==> src/hw/rtl/multi_channel_event_timer_unit_macros.svh <==
// Assertion macros for the event timer bank.
// Depends on nothing; included by modules that carry assertions.
`ifndef MULTI_CHANNEL_EVENT_TIMER_UNIT_MACROS_SVH
`define MULTI_CHANNEL_EVENT_TIMER_UNIT_MACROS_SVH

// same-cycle implication, disabled in reset
`define MCET_ASSERT_NOW(label, clk, rst_n, ante, cons) \
    label: assert property (@(posedge clk) disable iff (!rst_n) (ante) |-> (cons)) \
        else $error("event timer check failed");

// next-cycle implication, disabled in reset
`define MCET_ASSERT_NEXT(label, clk, rst_n, ante, cons) \
    label: assert property (@(posedge clk) disable iff (!rst_n) (ante) |=> (cons)) \
        else $error("event timer check failed");

`endif

==> src/hw/rtl/mcet_pkg.sv <==
// Package for the event timer bank: word types, codes and sizes.
// Depends on nothing; imported by multi_channel_event_timer_unit.
`timescale 1ns / 1ps

package mcet_pkg;

    localparam int NUM_TIMERS_DEF  = 4;
    localparam int NUM_PERIOD_REGS = 4;
    localparam int PERIOD_W        = 15;
    localparam int ELAPSED_W       = 16;
    localparam int MASK_W          = 4;
    localparam int CFG_IDX_W       = 3;
    localparam int CFG_DATA_W      = 15;

    localparam logic [CFG_IDX_W-1:0] REG_PERIOD_ZERO  = 3'd0;
    localparam logic [CFG_IDX_W-1:0] REG_PERIOD_ONE   = 3'd1;
    localparam logic [CFG_IDX_W-1:0] REG_PERIOD_TWO   = 3'd2;
    localparam logic [CFG_IDX_W-1:0] REG_PERIOD_THREE = 3'd3;
    localparam logic [CFG_IDX_W-1:0] REG_REPEAT_MASK  = 3'd4;

    typedef enum logic [2:0] {
        FUNC_TICK    = 3'd0,
        FUNC_START   = 3'd1,
        FUNC_STOP    = 3'd2,
        FUNC_ENABLE  = 3'd3,
        FUNC_DISABLE = 3'd4
    } func_t;

    typedef enum logic [1:0] {
        EV_NONE  = 2'd0,
        EV_START = 2'd1,
        EV_END   = 2'd2
    } event_t;

    typedef enum logic [1:0] {
        ST_IDLE,
        ST_SCAN,
        ST_CMD,
        ST_FLUSH
    } state_t;

    typedef struct packed {
        logic [2:0]           func;
        logic [1:0]           timer_id;
        logic [ELAPSED_W-1:0] elapsed_ms;
    } in_item_t;

    typedef struct packed {
        logic [1:0]        event_kind;
        logic [1:0]        event_timer;
        logic [MASK_W-1:0] active_mask;
        logic              last;
    } out_item_t;

endpackage

==> src/hw/rtl/multi_channel_event_timer_unit.sv <==
// Event timer bank top level: sequencer, timer state and one shared subtractor.
// Depends on mcet_pkg and multi_channel_event_timer_unit_macros.svh.
//
//  channel | direction | handshake               | word
//  in      | input     | in_valid / in_ready     | in_data  (func, timer_id, elapsed_ms)
//  out     | output    | out_valid / out_ready   | out_data (event_kind, event_timer,
//          |           |                         |           active_mask, last)
//  cfg     | input     | cfg_wr_en               | cfg_index, cfg_data
//
// A tick scans the timers in turn: one subtract and compare per timer on the
// shared unit, then a flush step posts the final word. Other commands go through ST_CMD, then ST_FLUSH.
// Each expiring timer gives one word; a full output register stalls the scan.
// Reset clears timers, config registers, state and flags at once; no clearing pass. Data registers are not reset.
`timescale 1ns / 1ps
`include "multi_channel_event_timer_unit_macros.svh"

module multi_channel_event_timer_unit #(
    parameter int NUM_TIMERS = mcet_pkg::NUM_TIMERS_DEF
) (
    input  logic                                clk,
    input  logic                                rst_n,
    input  logic                                in_valid,
    output logic                                in_ready,
    input  mcet_pkg::in_item_t                  in_data,
    output logic                                out_valid,
    input  logic                                out_ready,
    output mcet_pkg::out_item_t                 out_data,
    input  logic                                cfg_wr_en,
    input  logic [mcet_pkg::CFG_IDX_W-1:0]      cfg_index,
    input  logic [mcet_pkg::CFG_DATA_W-1:0]     cfg_data
);

    import mcet_pkg::*;

    localparam int IDX_W = (NUM_TIMERS > 1) ? $clog2(NUM_TIMERS) : 1;

    state_t                state_reg, state_next;
    logic [IDX_W-1:0]      idx_reg, idx_next;
    logic [2:0]            func_reg;
    logic [1:0]            id_reg;
    logic [ELAPSED_W-1:0]  elapsed_reg;
    logic [PERIOD_W-1:0]   remaining_reg [NUM_TIMERS];
    logic [NUM_TIMERS-1:0] active_reg, active_next;
    logic [PERIOD_W-1:0]   period_reg [NUM_PERIOD_REGS];
    logic [MASK_W-1:0]     repeat_reg;
    logic                  pend_valid_reg, pend_valid_next;
    out_item_t             pend_reg, pend_next;
    logic                  out_valid_reg, out_valid_next;
    out_item_t             out_reg, out_next;

    logic [IDX_W-1:0]      cur_idx;
    logic [PERIOD_W-1:0]   cur_rem;
    logic [PERIOD_W-1:0]   cur_period;
    logic                  cur_repeat;
    logic                  cur_active;
    logic                  expire;
    logic [PERIOD_W-1:0]   diff;
    logic                  slot_free;
    logic                  scan_stall;
    logic                  id_ok;
    logic                  idx_last;
    logic                  rem_we;
    logic [PERIOD_W-1:0]   rem_wdata;
    logic                  ev_set;
    event_t                ev_kind;
    logic [MASK_W-1:0]     mask_after;

    assign cur_idx    = (state_reg == ST_CMD) ? IDX_W'(id_reg) : idx_reg;
    assign cur_rem    = remaining_reg[cur_idx];
    assign cur_active = active_reg[cur_idx];
    assign cur_period = (32'(cur_idx) < NUM_PERIOD_REGS) ? period_reg[2'(cur_idx)]
                                                         : '0;
    assign cur_repeat = (32'(cur_idx) < NUM_PERIOD_REGS) && repeat_reg[2'(cur_idx)];
    assign expire     = ({1'b0, cur_rem} <= elapsed_reg);
    assign diff       = cur_rem - elapsed_reg[PERIOD_W-1:0];
    assign slot_free  = !out_valid_reg || out_ready;
    assign scan_stall = cur_active && expire && pend_valid_reg && !slot_free;
    assign id_ok      = (32'(id_reg) < NUM_TIMERS);
    assign idx_last   = (idx_reg == IDX_W'(NUM_TIMERS - 1));

    assign in_ready  = (state_reg == ST_IDLE);
    assign out_valid = out_valid_reg;
    assign out_data  = out_reg;

    // next state
    always_comb
    begin
        state_next = state_reg;
        case (state_reg)
            ST_IDLE:
            begin
                if (in_valid)
                begin
                    state_next = (in_data.func == FUNC_TICK) ? ST_SCAN : ST_CMD;
                end
            end
            ST_SCAN:
            begin
                if (!scan_stall && idx_last)
                begin
                    state_next = ST_FLUSH;
                end
            end
            ST_CMD:
            begin
                state_next = ST_FLUSH;
            end
            ST_FLUSH:
            begin
                if (slot_free)
                begin
                    state_next = ST_IDLE;
                end
            end
            default:
            begin
                state_next = ST_IDLE;
            end
        endcase
    end

    // timer update, pending event and output word
    always_comb
    begin
        idx_next        = idx_reg;
        active_next     = active_reg;
        rem_we          = 1'b0;
        rem_wdata       = cur_rem;
        ev_set          = 1'b0;
        ev_kind         = EV_NONE;
        pend_valid_next = pend_valid_reg;
        pend_next       = pend_reg;
        out_valid_next  = out_valid_reg && !out_ready;
        out_next        = out_reg;

        case (state_reg)
            ST_IDLE:
            begin
                idx_next        = '0;
                pend_valid_next = 1'b0;
            end
            ST_SCAN:
            begin
                if (!scan_stall)
                begin
                    idx_next = idx_reg + 1'b1;
                    if (cur_active)
                    begin
                        rem_we    = 1'b1;
                        rem_wdata = diff;
                        if (expire)
                        begin
                            ev_set = 1'b1;
                            if (cur_repeat)
                            begin
                                rem_wdata = cur_period;
                                ev_kind   = EV_START;
                            end
                            else
                            begin
                                rem_wdata            = '0;
                                active_next[cur_idx] = 1'b0;
                                ev_kind              = EV_END;
                            end
                        end
                    end
                end
            end
            ST_CMD:
            begin
                if (id_ok)
                begin
                    case (func_reg)
                        FUNC_START:
                        begin
                            rem_we               = 1'b1;
                            rem_wdata            = cur_period;
                            active_next[cur_idx] = 1'b1;
                            ev_set               = 1'b1;
                            ev_kind              = EV_START;
                        end
                        FUNC_STOP:
                        begin
                            if (cur_active)
                            begin
                                rem_we               = 1'b1;
                                rem_wdata            = '0;
                                active_next[cur_idx] = 1'b0;
                                ev_set               = 1'b1;
                                ev_kind              = EV_END;
                            end
                        end
                        FUNC_ENABLE:
                        begin
                            active_next[cur_idx] = 1'b1;
                        end
                        FUNC_DISABLE:
                        begin
                            active_next[cur_idx] = 1'b0;
                        end
                        default:
                        begin
                            active_next = active_reg;
                        end
                    endcase
                end
            end
            default:
            begin
                idx_next = idx_reg;
            end
        endcase

        mask_after = '0;
        for (int t = 0; t < NUM_TIMERS && t < MASK_W; t++)
        begin
            mask_after[t] = active_next[t];
        end

        if (ev_set)
        begin
            if (pend_valid_reg)
            begin
                out_valid_next = 1'b1;
                out_next       = pend_reg;
            end
            pend_valid_next       = 1'b1;
            pend_next.event_kind  = ev_kind;
            pend_next.event_timer = 2'(cur_idx);
            pend_next.active_mask = mask_after;
            pend_next.last        = 1'b0;
        end

        if (state_reg == ST_FLUSH && slot_free)
        begin
            out_valid_next = 1'b1;
            if (pend_valid_reg)
            begin
                out_next      = pend_reg;
                out_next.last = 1'b1;
            end
            else
            begin
                out_next.event_kind  = EV_NONE;
                out_next.event_timer = '0;
                out_next.active_mask = mask_after;
                out_next.last        = 1'b1;
            end
            pend_valid_next = 1'b0;
        end
    end

    always_ff @(posedge clk or negedge rst_n)
    begin
        if (!rst_n)
        begin
            state_reg      <= ST_IDLE;
            idx_reg        <= '0;
            active_reg     <= '0;
            pend_valid_reg <= 1'b0;
            out_valid_reg  <= 1'b0;
            repeat_reg     <= '0;
            for (int p = 0; p < NUM_PERIOD_REGS; p++)
            begin
                period_reg[p] <= '0;
            end
            for (int t = 0; t < NUM_TIMERS; t++)
            begin
                remaining_reg[t] <= '0;
            end
        end
        else
        begin
            state_reg      <= state_next;
            idx_reg        <= idx_next;
            active_reg     <= active_next;
            pend_valid_reg <= pend_valid_next;
            out_valid_reg  <= out_valid_next;
            if (rem_we)
            begin
                remaining_reg[cur_idx] <= rem_wdata;
            end
            if (cfg_wr_en)
            begin
                if (cfg_index < REG_REPEAT_MASK)
                begin
                    period_reg[cfg_index[1:0]] <= cfg_data[PERIOD_W-1:0];
                end
                else if (cfg_index == REG_REPEAT_MASK)
                begin
                    repeat_reg <= cfg_data[MASK_W-1:0];
                end
            end
        end
    end

    always_ff @(posedge clk)
    begin
        pend_reg <= pend_next;
        out_reg  <= out_next;
        if (in_valid && in_ready)
        begin
            func_reg    <= in_data.func;
            id_reg      <= in_data.timer_id;
            elapsed_reg <= in_data.elapsed_ms;
        end
    end

    `MCET_ASSERT_NOW(a_pend_mid_item, clk, rst_n, pend_valid_reg, (state_reg == ST_SCAN) || (state_reg == ST_CMD) || (state_reg == ST_FLUSH))
    `MCET_ASSERT_NEXT(a_flush_posts_last, clk, rst_n, (state_reg == ST_FLUSH) && slot_free, out_valid_reg && out_reg.last && (state_reg == ST_IDLE))
    `MCET_ASSERT_NOW(a_none_has_no_timer, clk, rst_n, out_valid_reg && (out_reg.event_kind == EV_NONE), (out_reg.event_timer == 2'd0) && out_reg.last)
    `MCET_ASSERT_NEXT(a_accept_leaves_idle, clk, rst_n, in_valid && in_ready, (state_reg == ST_SCAN) || (state_reg == ST_CMD))

endmodule

==> config.mk <==
export PLATFORM = sky130hd
export DESIGN_NAME = multi_channel_event_timer_unit
export DESIGN_NICKNAME = d
export VERILOG_FILES = /design/src/hw/rtl/mcet_pkg.sv /design/src/hw/rtl/multi_channel_event_timer_unit.sv
export VERILOG_INCLUDE_DIRS = /design/src /design/src/hw/rtl
export SDC_FILE = /design/constraint.sdc
export NUM_CORES = 1
export LEC_CHECK = 0
export BUFFER_PORTS_ARGS = -buffer_cell sky130_fd_sc_hd__clkbuf_2
export CAP_MARGIN = 20
export CORE_ASPECT_RATIO = 1.2
export CORE_MARGIN = 8
export CORE_UTILIZATION = 40
export DETAILED_ROUTE_END_ITERATION = 8
export HOLD_SLACK_MARGIN = 0.03
export PLACE_DENSITY = 0.67
export SLEW_MARGIN = 25
export SYNTH_ARGS = -nofsm -noshare
export SYNTH_HDL_FRONTEND = slang
export SYNTH_SLANG_ARGS = --single-unit
==> constraint.sdc <==
create_clock -name clk -period 7.25 [get_ports clk]
set_input_delay 2.175 -clock clk [delete_from_list [all_inputs] [get_ports clk]]
set_output_delay 2.175 -clock clk [all_outputs]
set_load 0.05 [all_outputs]
### Yosys cells after proc, flatten, opt, wreduce, memory -nomap -nowiden

Cells that the tools add are included.

* input bits: 44
* flip-flop bits (word level): 172
* output and inout port bits: 11
* memories: 0
* RAM bits: 0
* word-level logic and storage cells: 145
* bits in latches: 0
* ROM bits: 0

* shifts and indexed selects: 0
* div/mod/pow operators: 0
* mux-type cells: 65
* add/sub/neg operators: 2
* multipliers: 0
* magnitude comparators: 8
* eq/ne operators: 13
* reductions and logical operators: 27
* bitwise gates (word level): 6

Operators with widths (number)
* $mux W15: 11
* $bwmux W60: 2
* $bmux W15 S2: 2
* $demux W15 S2: 2
* $pmux W15 S2: 2
* $mux W9: 4
* $mux W2: 11
* $mux W4: 5
* $le A15 B16 Y1: 1
* $sub A15 B15 Y15: 1
* $mux W1: 14
* $pmux W2 S2: 3
* $pmux W4 S3: 1
* $logic_and A1 B1 Y1: 10
* $ne A2 B2 Y1 const B: 4
* $pmux W2 S4: 1
* $pmux W4 S2: 1
* $eq A2 B2 Y1 const B: 3
* $eq A3 B2 Y1 const B: 2
* $eq A3 B3 Y1 const B: 2
* $ge A3 B3 Y1 const B: 2
* $lt A3 B1 Y1 const B: 2
* $not A2 Y3: 2
* $pmux W1 S2: 3
* 21 further kinds: 30

### Longest topological paths before layout

* depth after elaboration: 15
* mapped depth: 21

### Worst setup path after synthesis

Ideal clock, no wire load.

* path type: register to register
* start point: register state_reg[0]
* end point: register remaining_reg[46] (netlist name)
* setup time: 0.125 ns
* clock period less this slack: 4.871 ns
* required time: 7.125 ns
* arrival time: 4.746 ns
* stages on the path, launching flop included: 18
* buffers on the path: 4
* slack: 2.379 ns
* cell sequence: dfrtp_1 > inv_1 > ha_1 > buf_6 > mux2i_2 > clkbuf_1 > buf_1 > mux4_2 > ha_1 > o211a_1 > a211oi_1 > or4_1 > or2_1 > buf_4 > mux2_1 > a211oi_1 > or4b_4 > mux2_4

* cells in the longest elaborated chain, start to end: 13
* elaborated cells on any way between the ends: 36

Ends and longest elaborated chain
* start, declared: RTL line multi_channel_event_timer_unit.sv:37 `state_t state_reg, state_next;`
* start signal, assigned: RTL line multi_channel_event_timer_unit.sv:274 `state_reg <= state_next;`
* parallel branches: the longest is 13 deep, another holds $sub A15 B15 Y15
* end signal, assigned by index: RTL line multi_channel_event_timer_unit.sv:281 `remaining_reg[cur_idx] <= rem_wdata;`
* end, declared: RTL line multi_channel_event_timer_unit.sv:42 `logic [PERIOD_W-1:0] remaining_reg [NUM_TIMERS];`

Parallel ways; which one is timed is not known. The select of a mux whose other input is x is not followed.
A chain may end at the register's enable or synchronous reset.

### Worst setup path in the final report

Ends and elaborated chain as after synthesis.

==> key figures <==
Die
  – Die Height: about 180 um
  – Core area: ~22000 sq um
  – Chip width: 154 um
  – Die area: ~28000 sq um
  – I/O pin count: 55
  – Row count: 60
  – Initial Util: 0.408

GRT
  – Largest net degree at the start of global routing: 76
  – GR Util met2: 0.266
  – Antenna violations before repair: 0
  – GRT Overall Usage: 0.163
  – Grt ovf: 0
  – Grt met3 use: 0.0340
  – Met1 usage: 0.209
  – First-pass GRT wire length: 36000 um
  – Number of global-route vias before repair: 6522
  – GR peak layer: met2

Min path
  – Hold_sp: remaining_reg[18]$_DFFE_PN0P_
  – Worst hold-check path type: register to register
  – Worst Hold Path Cells: 2
  – Hold EP: remaining_reg[18]$_DFFE_PN0P_

Worst setup path
  – Crit path kind: register to register
  – Critical Path Source Type: register
  – Worst-path fanout max: 33
  – FF-to-FF path depth: 15
  – FF-to-FF End: remaining_reg[46]$_DFFE_PN0P_
  – Worst R2R Setup Slack: 1.28 ns
  – Critical Path End Type: register
  – Req. time, crit path: about 7.6 ns
  – Critical Path AT: 6.29 ns
  – Origin of the critical flop-to-flop path: state_reg[0]$_DFFE_PN0P_

Yosys
  – Ys async rst share: 0.779
  – Number of synthesized flops with an enable pin: 38
  – Syn avg cell area: 12.3 sq um
  – Synthesis-stage register bit count: 172
  – Post-synth top area share: 0.366
  – Synth cell types: 74
  – Synth Warn #: 0
  – Cell area after synthesis: roughly 9000 sq um
  – Ys flop type: dfrtp_1
  – Syn nets: 812
  – Largest cells by area after synthesis: dfrtp_1 37%, mux2_2 13%, edfxtp_1 12%
  – Post-synthesis sequential area ratio: 0.490
  – Synth area leader: dfrtp_1
  – Synthesized instance count: 746

Layout
  – # fillers: 2052
  – Final instance area: 10200 sq um
  – N_diodes: 0
  – Core Util, Final: 0.456
  – Nets: 858
  – Share of cells above drive strength 1: 0.316
  – Area Overhead vs Synth: 11.8%

STA
  – Fmax: 0.167 GHz
  – RSZ-0062 raised after global routing: false
  – Final hold vios: 0
  – Setup_tns: 0 ns
  – Final setup margin: 1.28 ns
  – Final period util: 0.824
  – Max-slew violations: 0
  – Final worst clock skew: 0.0124 ns
  – Slew headroom: 0.378
  – Final worst path period need: around 6 ns
  – Final setup fails: 0
  – Worst Tran Pin Value: 0.914 ns

Clocking
  – Hold buffer count at CTS: 0
  – Postcts setup bufs: 0
  – Clk sinks: around 170
  – Worst-path clk slew: 0.07 ns
  – Clock Root Buffer: clkbuf_16
  – H-Tree Depth: 4
  – Post-CTS sizing: 0
  – Clock buffer depth: 2
  – CTS tree: yes
  – Later-pin clock latency in the skew report: 0.43 ns
  – Cts bufs inserted: 17

Pwr
  – Leakage: 4.38 nW
  – PwrDens: 396 nW/um^2
  – Maximum vdd drop: between 0.15 and 0.2 mV

Drt
  – Drt drc: 0
  – Vias: 6241
  – Initial DRC count: roughly 420
  – WL final: roughly 22000 um
  – Routed wire per std cell: 20.4 um
  – Post-route ant nets: 0
  – DR pass1 iterations: 5
  – Vias per cell: 5.76

Place
  – Port Buffers: 54
  – Post-DP HPWL: between 15000 and 20000 um
  – Area after DPL: 9670 sq um
  – Global placer's final weighted congestion: 0.962
  – Pre-CTS setup slack: 1.32 ns

Status
  – Outcome: finished, final reports clean

Flow run
  – Max_cap viols: 0
## report_power, final
part / leakage [nW] / switching [mW] / internal [mW] / total (mW)
clock network: 0.283 / 0.397 / 0.478 / 0.875
logic: 2.02 / 1.12 / 0.702 / 1.82
registers: 2.08 / 0.123 / 1.23 / 1.36
total: 4.38 / 1.64 / 2.41 / 4.05
## worst max path at each step
stage	startpoint	to	slack, ns
after floorplan	state_reg[0]$_DFFE_PN0P_	remaining_reg[46]$_DFFE_PN0P_	2.38
after global placement	state_reg[0]$_DFFE_PN0P_	remaining_reg[1]$_DFFE_PN0P_	1.41
after detailed placement	state_reg[0]$_DFFE_PN0P_	remaining_reg[26]$_DFFE_PN0P_	1.32
after CTS	state_reg[0]$_DFFE_PN0P_	remaining_reg[46]$_DFFE_PN0P_	1.30
after global routing	state_reg[0]$_DFFE_PN0P_	remaining_reg[29]$_DFFE_PN0P_	0.89
final	state_reg[0]$_DFFE_PN0P_	remaining_reg[46]$_DFFE_PN0P_	1.28
## cells by family (layout without fill, tap and decap cells)
logic type | after synthesis | after routing | share of synthesized area
AO/OA/AOI/OAI | 145 | 145 | 0.108
XOR/XNOR | 12 | 12 | 0.0115
adder cells (fa/ha/maj) | 22 | 22 | 0.0309
buffers and inverters | 70 | 129 | 0.0364
flip-flops | 172 | 172 | 0.490
multiplexers | 157 | 157 | 0.230
AND/OR/NAND/NOR | 168 | 168 | 0.0926
## synth_stat cells, types with 5 or more instances
| library cell | instances |
|---|---|
| edfxtp_1 | 38 |
| buf_2 | 12 |
| clkbuf_1 | 14 |
| a21oi_1 | 32 |
| nor2b_1 | 7 |
| xor2_1 | 9 |
| o21ai_0 | 28 |
| nand3_1 | 18 |
| and2_1 | 8 |
| mux2_2 | 108 |
| buf_6 | 6 |
| ha_1 | 21 |
| nand2_1 | 45 |
| nand2b_1 | 7 |
| a21o_1 | 6 |
| mux4_2 | 30 |
| dfrtp_1 | 134 |
| nor2_1 | 43 |
| mux2i_1 | 13 |
| a22o_1 | 5 |
| nand4_1 | 9 |
| inv_1 | 34 |
| nor3_1 | 6 |
| a31oi_1 | 9 |
| a22oi_1 | 8 |
| o31ai_1 | 6 |
## through the flow
stage	total power [mW]	instances	hold WS, ns
finish	4.05	1084	0.487
global route	4.30	1084	0.510
CTS	4.06	1084	0.485
detailed placement	3.18	1052	0.471
global placement	3.14	1052	0.460
floorplan	2.71	746	0.444
## critical path: stages (launching register included)
cell	delay, ns
dfrtp_1	0.40
inv_1	0.13
ha_1	0.60
nand2b_4	0.27
and2_4	0.58
mux4_2	0.60
ha_1	0.40
a21oi_1	0.39
o22ai_1	0.18
and4bb_1	0.35
or2_1	0.35
buf_4	0.31
a21oi_2	0.19
a21boi_0	0.20
or4b_4	0.56
mux2_4	0.27
## metal layers
layer  wire length, um  up-vias  share of wire
li1                  -     2893              -
met4               618        0          0.028
met5                 0        -              0
met1              9750     3130           0.44
met2             10500      179           0.48
met3              1190       39          0.054
## cell type report
type                       count  area (sq um)  area share
clock buffer                  21           472      0.0461
timing repair buffer          63           344      0.0336
multi-input combinational    504          4360       0.425
tap                          279           349      0.0341
sequential                   172          4490       0.439
clock inverter                11          98.8     0.00965
inverter                      34           128      0.0125
## cells in the final DEF (no fill, tap or decap), types with 28 or more instances in the layout
cell / Yosys / layout
o21ai_0: 28 / 28
nor2_1: 43 / 41
a21oi_1: 32 / 32
mux2_2: 108 / 108
mux4_2: 30 / 30
clkbuf_2: 0 / 53
nand2_1: 45 / 45
dfrtp_1: 134 / 134
edfxtp_1: 38 / 38
inv_1: 34 / 34
Note: power is estimated with default switching activity, not from simulation.
